==> config.mk <==
export PLATFORM = sky130hd
export DESIGN_NAME = bim_queue
export DESIGN_NICKNAME = d
export VERILOG_FILES = /design/src/sv/bim_pkg.sv /design/src/sv/bim_queue.sv
export SDC_FILE = /design/constraint.sdc
export NUM_CORES = 1
export LEC_CHECK = 0
export BUFFER_PORTS_ARGS = -buffer_cell sky130_fd_sc_hd__buf_4
export CAP_MARGIN = 25
export CORE_MARGIN = 2
export CORE_UTILIZATION = 56
export DETAILED_ROUTE_END_ITERATION = 12
export PLACE_DENSITY = 0.95
export SYNTH_ARGS = -nofsm -noshare
export SYNTH_HDL_FRONTEND = slang
export SYNTH_SLANG_ARGS = --single-unit
==> constraint.sdc <==
create_clock -name clk -period 18.3 [get_ports clk]
set_input_delay 5.49 -clock clk [delete_from_list [all_inputs] [get_ports clk]]
set_output_delay 5.49 -clock clk [all_outputs]
set_load 0.02 [all_outputs]
==> src/sv/bim_pkg.sv <==
package bim_pkg;

  localparam int unsigned TimeW = 64;

  typedef enum logic [1:0] {
    KIND_KERNEL     = 2'd0,
    KIND_CONCURRENT = 2'd1,
    KIND_OTHER      = 2'd2,
    KIND_SPARE      = 2'd3
  } kind_t;

  typedef struct packed {
    logic             is_interval;
    logic             last;
    logic [TimeW-1:0] rel_start;
    logic [TimeW-1:0] rel_end;
  } entry_t;

  typedef enum logic [2:0] {
    ST_LOAD,
    ST_SORT_READ,
    ST_SORT_CMP,
    ST_MERGE_READ,
    ST_MERGE_STEP,
    ST_EMIT_LAST
  } back_state_t;

endpackage

==> src/sv/bim_queue.sv <==
module bim_queue
  import bim_pkg::*;
#(
  parameter int unsigned Depth = 2
) (
  input  logic   clk,
  input  logic   rst,
  input  logic   push,
  input  entry_t push_data,
  input  logic   pop,
  output logic   not_empty,
  output logic   full,
  output entry_t head
);

  localparam int unsigned AW = (Depth > 1) ? $clog2(Depth) : 1;

  entry_t          mem [Depth];
  logic [AW-1:0]   rd_ptr;
  logic [AW-1:0]   wr_ptr;
  logic [AW:0]     count;

  assign not_empty = (count != '0);
  assign full      = (count == (AW+1)'(Depth));
  assign head      = mem[rd_ptr];

  always_ff @(posedge clk) begin
    if (push) begin
      mem[wr_ptr] <= push_data;
    end
  end

  always_ff @(posedge clk) begin
    if (rst) begin
      rd_ptr <= '0;
      wr_ptr <= '0;
      count  <= '0;
    end else begin
      if (push) begin
        wr_ptr <= (wr_ptr == AW'(Depth - 1)) ? '0 : wr_ptr + 1'b1;
      end
      if (pop) begin
        rd_ptr <= (rd_ptr == AW'(Depth - 1)) ? '0 : rd_ptr + 1'b1;
      end
      count <= count + (AW+1)'(push) - (AW+1)'(pop);
    end
  end

endmodule

==> flow_summary.toml <==
[run_status]
outcome = "finished clean"

[logic_synthesis]
synth_area_leaders = "edfxtp_1 (81%), mux2_2 (15%), buf_6 (1.2%)"
ys_types = 14
syn_nets = 561
synth-xor-area-share_pct = 0.416
synth-seq-area-share_pct = 82.2
syn-instance-count = 425
synth_compound_area_share_pct = 0
synthSimpleGateAreaFrac_pct = 0.481
yosys_warnings = 0
syn_area_sq_mm = 0.00963
synth_top_area_cell = "edfxtp_1"
syn_avg_cell_area_sq_um = 22.6
synthAdderAreaFrac_pct = 0.260
synth_top_family_by_area = "multiplexers"
yosys-mux-area-fraction_pct = 15.2
synth_seq_cells = 265
synth_top_area_share_pct = 81.1

[timing]
setup_violations = 0
setup_ws_ns = 9.95
hold_viol_final = 0
fmax_mhz = 120
skew_ns = 0.00824
slew_viol_final = 0
rsz0062_at_grt = "false"
slew_headroom_pct = 36.8
min_period_ns = 8.35
holdWs_ns = 0.539
fin_setup_tns_ns = 0
worst_pin_slew_ns = 0.948
finalCritPeriodShare_pct = 45.6

[clock_network]
clock_sinks = 265
insertion_delay_ns = 0.50
h-tree-depth = 1
numCtsBuffers = 26
ctsResizeCount = 0
clockBufferDepth = 3
clkTransAtPathRegs_ns = 0.06
cts_root_buf = "clkbuf_16"
cts_setup_buffers = 0
cts_tree = "yes"
holdBufCountCts = 0

[worst_setup_path]
reg2reg_depth = 2
end_kind = "output pin"
critical_path_class = "reg -> out"
r2r-end = "mem[1][68]$_DFFE_PP_"
crit_path_start_kind = "flip-flop"
critical_path_arrival_ns = 2.86
r2r-start = "wr_ptr$_SDFFE_PP0P_"
regToRegSetupSlack_ns = 15.88
cp_max_fo = 69
worst_ep_required_time_ns = 12.81

[routing]
num_vias = 4927
drc = 0
dr.pass1.iters = 4
viasPerCell = 5.20
routedWlPerCell_microns = 20.0
wl_microns = 19000
antenna_left = 0
initialDrtViolationCount = 230

[floorplan]
start_util_pct = 57.6
core_region_area_sq_mm = 0.0167
die_w_microns = 135
io_pins = 266
die-area_sq_mm = 0.0183
die_h_microns = 135
placementRows = 47

[place]
place_inst = 900
dp_hpwl_microns = 12600
dpl_cell_area_sq_mm = 0.0118
place.gp.congestion = 0.770
pre_cts_slack_ns = 10.43
io_buffers = 265

[layout]
nets = 844
antenna_cells = 0
design_area_sq_mm = 0.0126
final-instance-count-excl-fill = 948
fin_util_pct = 75.2
syn_to_final_growth_pct = 30.5
drive_gt1_share_pct = 59.9

[run]
maxCapViolations = 0

[grt]
grt_max_degree = 71
grt_overflow = 0
grt_pass1_wl_microns = 28100
antenna_found_initial = 0
grt_usage_pct = 20.2
first_global_vias = 5314

[power_and_ir_drop]
peakVddDrop_v = 0.0000983
p_leak_nw = 4.70
finalPower_mw = 1.39
power.density_mw_per_mm2 = 111

[min_path]
min_from = "rd_ptr$_SDFFE_PP0P_"
min_path_type = "reg -> reg"
hold_depth = 2
## routing by layer
metal | vias to the layer above | part of all wire [%] | track usage [%]
met1 | 2421 | 36 | 22.9
met4 | 0 | 1.8 | 4.98
met2 | 219 | 54 | 37.8
met3 | 34 | 7.9 | 5.41
met5 | - | 0 | 0
li1 | 2253 | - | -
## report_power, final
part | switching [mW] | internal [mW] | total [mW] | leakage, nW
registers | 0.0143 | 0.709 | 0.724 | 2.48
clock network | 0.203 | 0.269 | 0.472 | 0.369
logic | 0.101 | 0.0938 | 0.195 | 1.85
total | 0.318 | 1.07 | 1.39 | 4.70
## flip-flops by register name, indices dropped and copies added (netlist names), named ones only
| name | cells |
|---|---|
| mem | 260 |
| count | 2 |
| rd_ptr | 1 |
| wr_ptr | 1 |
## synth_stat cells
| cell type | n |
|---|---|
| and2_1 | 1 |
| buf_2 | 3 |
| buf_4 | 1 |
| buf_6 | 10 |
| dfxtp_1 | 5 |
| edfxtp_1 | 260 |
| ha_1 | 2 |
| inv_1 | 2 |
| mux2_2 | 130 |
| nor2_1 | 4 |
| nor2b_1 | 3 |
| or2_2 | 1 |
| xnor2_1 | 2 |
| xnor3_1 | 1 |
## placed cells by master (no fill, tap or decap)
master,n
buf_4,269
edfxtp_1,260
mux2_2,130
clkbuf_16,27
clkinv_1,8
clkbuf_1,7
nor2_1,4
clkinv_2,4
dfxtp_1,4
inv_1,2
nor2b_1,2
xnor2_1,2
ha_1,2
clkinvlp_4,2
and2_4,1
or2_2,1
nor2b_4,1
xnor3_1,1
dfxtp_4,1
## worst max-delay path by stage
stage                         start             endpoint  slack (ns)  cells past startpoint
after floorplan                push  mem[0][0]$_DFFE_PP_        6.54                      1
after global placement    flip-flop              head[2]       10.48                      3
after detailed placement  flip-flop              head[0]       10.43                      3
after CTS                 flip-flop              head[0]        9.89                      3
after global routing      flip-flop              head[0]        9.77                      3
final                     flip-flop              head[0]        9.95                      3
## worst max-delay path, cell delays in order, from the launching register on
cell and delay, ns:
dfxtp_4 0.87, buf_4 0.81, mux2_2 0.44, buf_4 0.16
## cell type report
type	instances	area, sq um
Clock inverter	14	65.1
Tap cell	220	275
Inverter	2	7.51
Multi-Input combinational cell	144	1590
Fill cell	949	4140
Timing Repair Buffer	269	2020
Sequential cell	265	7910
Clock buffer	34	702
## logic make-up (layout without fill, tap and decap cells)
kind of cell	after synthesis	count (layout)
DFF	265	265
muxes	130	130
buffers and inverters	16	319
and+or+nand+nor	9	9
xor gates and xnor gates	3	3
adders and majority gates	2	2
(Power assumes the default switching activity.)
