==> config.mk <==
export PLATFORM = sky130hd
export DESIGN_NAME = bim_front
export DESIGN_NICKNAME = d
export VERILOG_FILES = /design/src/sv/bim_pkg.sv /design/src/sv/bim_front.sv
export SDC_FILE = /design/constraint.sdc
export NUM_CORES = 1
export LEC_CHECK = 0
export ABC_AREA = 1
export BUFFER_PORTS_ARGS = -buffer_cell sky130_fd_sc_hd__buf_2
export CORE_ASPECT_RATIO = 0.75
export CORE_UTILIZATION = 52
export DETAILED_ROUTE_END_ITERATION = 6
export PLACE_DENSITY = 0.8
export SETUP_SLACK_MARGIN = 0.5
export SLEW_MARGIN = 5
export SYNTH_ARGS = -nofsm -noshare
export SYNTH_HDL_FRONTEND = slang
export SYNTH_SLANG_ARGS = --single-unit
==> constraint.sdc <==
create_clock -name clk -period 1.7 [get_ports clk]
set_input_delay 0.085 -clock clk [delete_from_list [all_inputs] [get_ports clk]]
set_output_delay 0.085 -clock clk [all_outputs]
set_load 0.02 [all_outputs]
==> src/sv/bim_pkg.sv <==
package bim_pkg;

  localparam int unsigned TimeW = 64;

  typedef enum logic [1:0] {
    KIND_KERNEL     = 2'd0,
    KIND_CONCURRENT = 2'd1,
    KIND_OTHER      = 2'd2,
    KIND_SPARE      = 2'd3
  } kind_t;

  typedef struct packed {
    logic             is_interval;
    logic             last;
    logic [TimeW-1:0] rel_start;
    logic [TimeW-1:0] rel_end;
  } entry_t;

  typedef enum logic [2:0] {
    ST_LOAD,
    ST_SORT_READ,
    ST_SORT_CMP,
    ST_MERGE_READ,
    ST_MERGE_STEP,
    ST_EMIT_LAST
  } back_state_t;

endpackage

==> src/sv/bim_front.sv <==
module bim_front
  import bim_pkg::*;
(
  input  logic             clk,
  input  logic             rst,
  input  logic             cfg_we,
  input  logic [TimeW-1:0] cfg_wdata,
  input  logic [1:0]       kind,
  input  logic [TimeW-1:0] start_time,
  input  logic [TimeW-1:0] end_time,
  input  logic             last_of_batch,
  output entry_t           entry
);

  logic [TimeW-1:0] base_time;

  always_ff @(posedge clk) begin
    if (rst) begin
      base_time <= '0;
    end else if (cfg_we) begin
      base_time <= cfg_wdata;
    end
  end

  always_comb begin
    entry.is_interval = (kind == KIND_KERNEL) || (kind == KIND_CONCURRENT);
    entry.last        = last_of_batch;
    entry.rel_start   = start_time - base_time;
    entry.rel_end     = end_time - base_time;
  end

endmodule

==> metrics.txt, run 1 <==
Starting Density=0.530; area post-placement=0.0207 sq mm; status=did not finish; # clock sinks=64; H-tree depth=3; Worst Endpoint after GRT Repair=entry[92]; Die H=146 um; Async SR Flop Fraction=0; Num CTS Buffers=9; synth unique cells=30; GRT Util Overall=0.913; I/O pin count=328; Synth Net Count=3190; maximum number of pins on one net before global-route repair=54; sequential share of the synthesized area=0.0895; Post-synth EDFFs=0; primary flip-flop cell chosen by synthesis mapping=dfxtp_1; CTS root buf=clkbuf_16; Failed at=5_1_grt; DIE WIDTH=194 um; syn avg cell area=5.00 sq um; #FFs+latches synth=64; Netlist Area Pre-Place=0.0143 sq mm; Err=[ERROR GRT-0232] Routing congestion too high. Check the congestion heatmap in the GUI.; WEP type=output port; Mapped Cells=2864; IO Port Bufs=324; Max clock buf depth=2; row cnt=52; Yosys warnings=0; routability cong.=1.03; Post-DP HPWL=51500 um; Congestion Overflow GR=921
synthesized netlist by cell type (4+ instances only):
master	number	area (sq um)
nor2_1	251	942
dfxtp_1	64	1280
nor3_1	23	115
nand3_1	96	480
nor2_4	7	78.8
a21oi_1	86	430
nor2_2	39	244
buf_1	4	15.0
a211oi_1	62	465
inv_2	11	41.3
nand4_1	30	188
o21ai_0	4	20.0
ha_1	126	1580
nor3_2	4	40.0
clkbuf_1	16	60.1
nand2_2	59	369
xor2_1	62	543
nor4_2	4	50.1
nand2_1	1183	4440
o21bai_1	4	30.0
nand3_2	13	130
inv_1	704	2640
logic make-up after synthesis:
logic type	synth area share
simple gates	0.495
buf+inv	0.195
compound gates	0.0682
fa+ha+maj	0.113
xor+xnor	0.0391
flops	0.0895
stage by stage:
stage / hold slack, ps / worst slack [ps] / std cells / setup TNS (ps) / utilization
after floorplan: 218 / -120 / 2864 / -2390 / -
after global placement: 170 / -360 / 3776 / -24930 / 0.768
after detailed placement: 170 / -416 / 3776 / -30000 / 0.768
after CTS: 24.0 / -727 / 3854 / -65010 / 0.893
layer usage:
metal | track usage | GRT overflow
met1 | 0.858 | 15
met2 | 1.11 | 652
met3 | 0.764 | 11
met4 | 1.03 | 241
met5 | 0.347 | 2
repair_timing:
| action | in CTS |
|---|---|
| endpoints found under the hold margin | 1 |
| gates resized for setup | 742 |
| setup endpoints to repair | 128 |
| hold buffers | 1 |
| setup buffers | 61 |
| pin swaps | 282 |
==> inputs of run 2 (changes only) <==
CORE_ASPECT_RATIO = not set   (was 0.75)
CORE_UTILIZATION = 40   (was 52)
PLACE_DENSITY = not set   (was 0.8)
PLACE_DENSITY_LB_ADDON = 0.15   (was not set)
SETUP_SLACK_MARGIN = not set   (was 0.5)
clock period = 2.2 ns   (was 1.7 ns; I/O delays follow)
==> run 2 against run 1 <==
The flow now finishes, with violations (setup timing). Synthesized cell count unchanged. Area after synthesis unchanged.
==> metrics.txt, run 2 <==
Post-synth EDFFs=0 (unchanged); Routed WL=64600 um; max reg flops=64; hold_buf cts=0 (-1); commonest non-fill, non-tap cell in the layout=nand2_1; Slew Limit Fails=0; vias in the first global route=18100; f_max=0.408 GHz; antenna-violating nets left=0; worst hold path class=in2reg; crit path DAT=2340 ps; most frequent cells in the layout=889 x nand2_1, 586 x inv_1, 224 x nand2_2; IO Port Bufs=324 (unchanged); internal reg-to-reg setup slack=1270 ps; most frequent cell after synthesis=nand2_1; Async SR Flop Fraction=0 (unchanged); data required time of the worst path=2090 ps; primary flip-flop cell chosen by synthesis mapping=dfxtp_1; Compound-Gate Fraction of Synth Area=0.0682 (unchanged); worst-path maximum fanout=4; largest family of logic cells by synthesized area=simple AND/OR/NAND/NOR gates; post-synthesis mux area share=0 (unchanged); core footprint=0.0349 sq mm; Num CTS Buffers=9 (unchanged); Die H=191 um (+31%); layout cell share with drive strength beyond 1=0.441; Max Cap Viol=0; syn avg cell area=5.00 sq um (unchanged); Yosys warnings=0 (unchanged); RSZ-0062 raised after global routing=true; Min Clock Period, post-route=2450 ps; Reg with most FFs=base_time; routability cong.=0.959 (-6.7%); Post-DP HPWL=49900 um (-3.0%); Congestion Overflow GR=0; share of the synthesized area in the top cell type=0.310 (unchanged); clk_lat worst skew=330 ps; Hold WS=27.3 ps; Final TNS setup=-14400 ps; Synth Net Count=3190 (unchanged); Leak=0.0133 uW; Starting Density=0.411 (-0.120); synth unique cells=30 (unchanged); Netlist Area Pre-Place=0.0143 sq mm (unchanged); Reg clk slew, reported paths=50 ps; PD cells=484 mW/mm^2; worst slew pin tran=478 ps; # fillers=3056; sequential share of the synthesized area=0.0895 (unchanged); # clock sinks=64 (unchanged); Final #Nets=3724; Layout area overhead=67.6%; critical path type=reg2out; Slew HR=0.681; global-route wire length before repair=92900 um; fin crit share=1.11; Setup crit start kind=flip-flop; detailed router's first-iteration violation count=1306; Post-Synth XOR/XNOR Area=0.0391 (unchanged); Power Total=11600 uW; area post-placement=0.0174 sq mm (-16%); post-synthesis adder-cell area fraction=0.113 (unchanged); crit path capture type=output port; Final Cell Area=0.0240 sq mm; post-synth top area cell=nand2_1; status=finished, violations left; first drt pass iteration count=5; Setup Skew=0 ps; failing checks=setup timing; DIE WIDTH=191 um (-1.2%); #FFs+latches synth=64 (unchanged); CTS root buf=clkbuf_16; largest registers=base_time (64); Commonest cells post-synth=1183 x nand2_1, 704 x inv_1, 251 x nor2_1, 126 x ha_1, 96 x nand3_1; DR vias=19300; GRT Util Overall=0.329; Mapped Cells=2864 (unchanged); # DRC=0; vias per inst=4.99; # setup viols final=103; row cnt=68 (+31%); maximum number of pins on one net before global-route repair=68; die area=0.0366 sq mm; synth top area cells=nand2_1 31%, inv_1 18%, ha_1 11%; TritonCTS clock tree=done; final setup margin=-252 ps; H-tree depth=3 (unchanged); Final Hold Vio Count=0; IR drop worst, VDD=0.358 mV; Max clock buf depth=2 (unchanged); initial antenna violation count=7; Avg WL per Cell=16.7 um; I/O pin count=328 (unchanged); Setup Slack @ Placement=-97.3 ps (+318 ps); simple-gate share of the synthesized area=0.495 (unchanged)
[run 2: cell counts after synthesis]
Identical to the previous run, type by type.
[run 2: final timing paths]
kind                                       to  depth (start not counted)          start
worst min register to register  base_time[25]                          2  base_time[25]
worst max register to register  base_time[16]                          3  base_time[16]
worst max-delay path               entry[110]                         16   base_time[0]
worst min-delay path            base_time[63]                          3  cfg_wdata[63]
[run 2: kinds of logic (layout without fill, tap and decap cells)]
family / after synthesis / count (layout)
other: 0 / 7
xor gates and xnor gates: 64 / 64
DFF: 64 / 64
AOI/OAI and AO/OA: 159 / 159
buffers and inverters: 739 / 1278
adders and majority gates: 128 / 128
and+or+nand+nor: 1710 / 1710
[run 2: layout make-up]
| cell class | instances | area, sq um | area share |
|---|---|---|---|
| Multi-Input combinational cell | 2061 | 14900 | 0.621 |
| Timing Repair Buffer | 546 | 4070 | 0.170 |
| Inverter | 716 | 2810 | 0.117 |
| Sequential cell | 64 | 1330 | 0.0554 |
| Tap cell | 455 | 569 | 0.0237 |
| Clock buffer | 13 | 260 | 0.0108 |
| Clock inverter | 3 | 40.0 | 0.00167 |
| Antenna cell | 7 | 17.5 | 0.000730 |
[run 2: per-layer routing]
| metal | GRT usage | vias up | share of wire |
|---|---|---|---|
| met5 | 0 | - | 0 |
| met4 | 0.144 | 0 | 0.045 |
| met3 | 0.0178 | 163 | 0.050 |
| met2 | 0.577 | 706 | 0.49 |
| met1 | 0.414 | 8880 | 0.42 |
| li1 | - | 9549 | - |
[run 2: timing repair]
| action | in CTS | in global routing |
|---|---|---|
| setup buffers | 75 | 34 |
| setup endpoints to repair | 116 | 114 |
| resized for setup | 913 | 475 |
| pin swaps | 236 | 252 |
[run 2: metrics by stage]
stage	utilization	cells
final	0.688	3865
after detailed placement	0.498	3747
after floorplan	-	2864
after CTS	0.632	3833
after global routing	0.688	3865
after global placement	0.498	3747
[run 2: where the power goes]
| group | leakage (uW) | internal (uW) | switching, uW |
|---|---|---|---|
| clock | 0.000150 | 935 | 505 |
| sequential | 0.000543 | 1250 | 56.1 |
| combinational | 0.0126 | 3700 | 5160 |
[run 2: critical path, stage by stage, from the launching register on]
cell     delay (ps)
dfxtp_4         370
ha_4            160
fa_2            380
inv_2           100
nand3_4          80
nand2_4          90
nand2_2          50
nand2_2          90
nand2_2          70
nand2_4          80
nand2_4          70
nand2_8         110
nand2_4          60
nand2_2          50
nand2_1          50
nand2_1          70
buf_6           110
(Power assumes the default switching activity.)
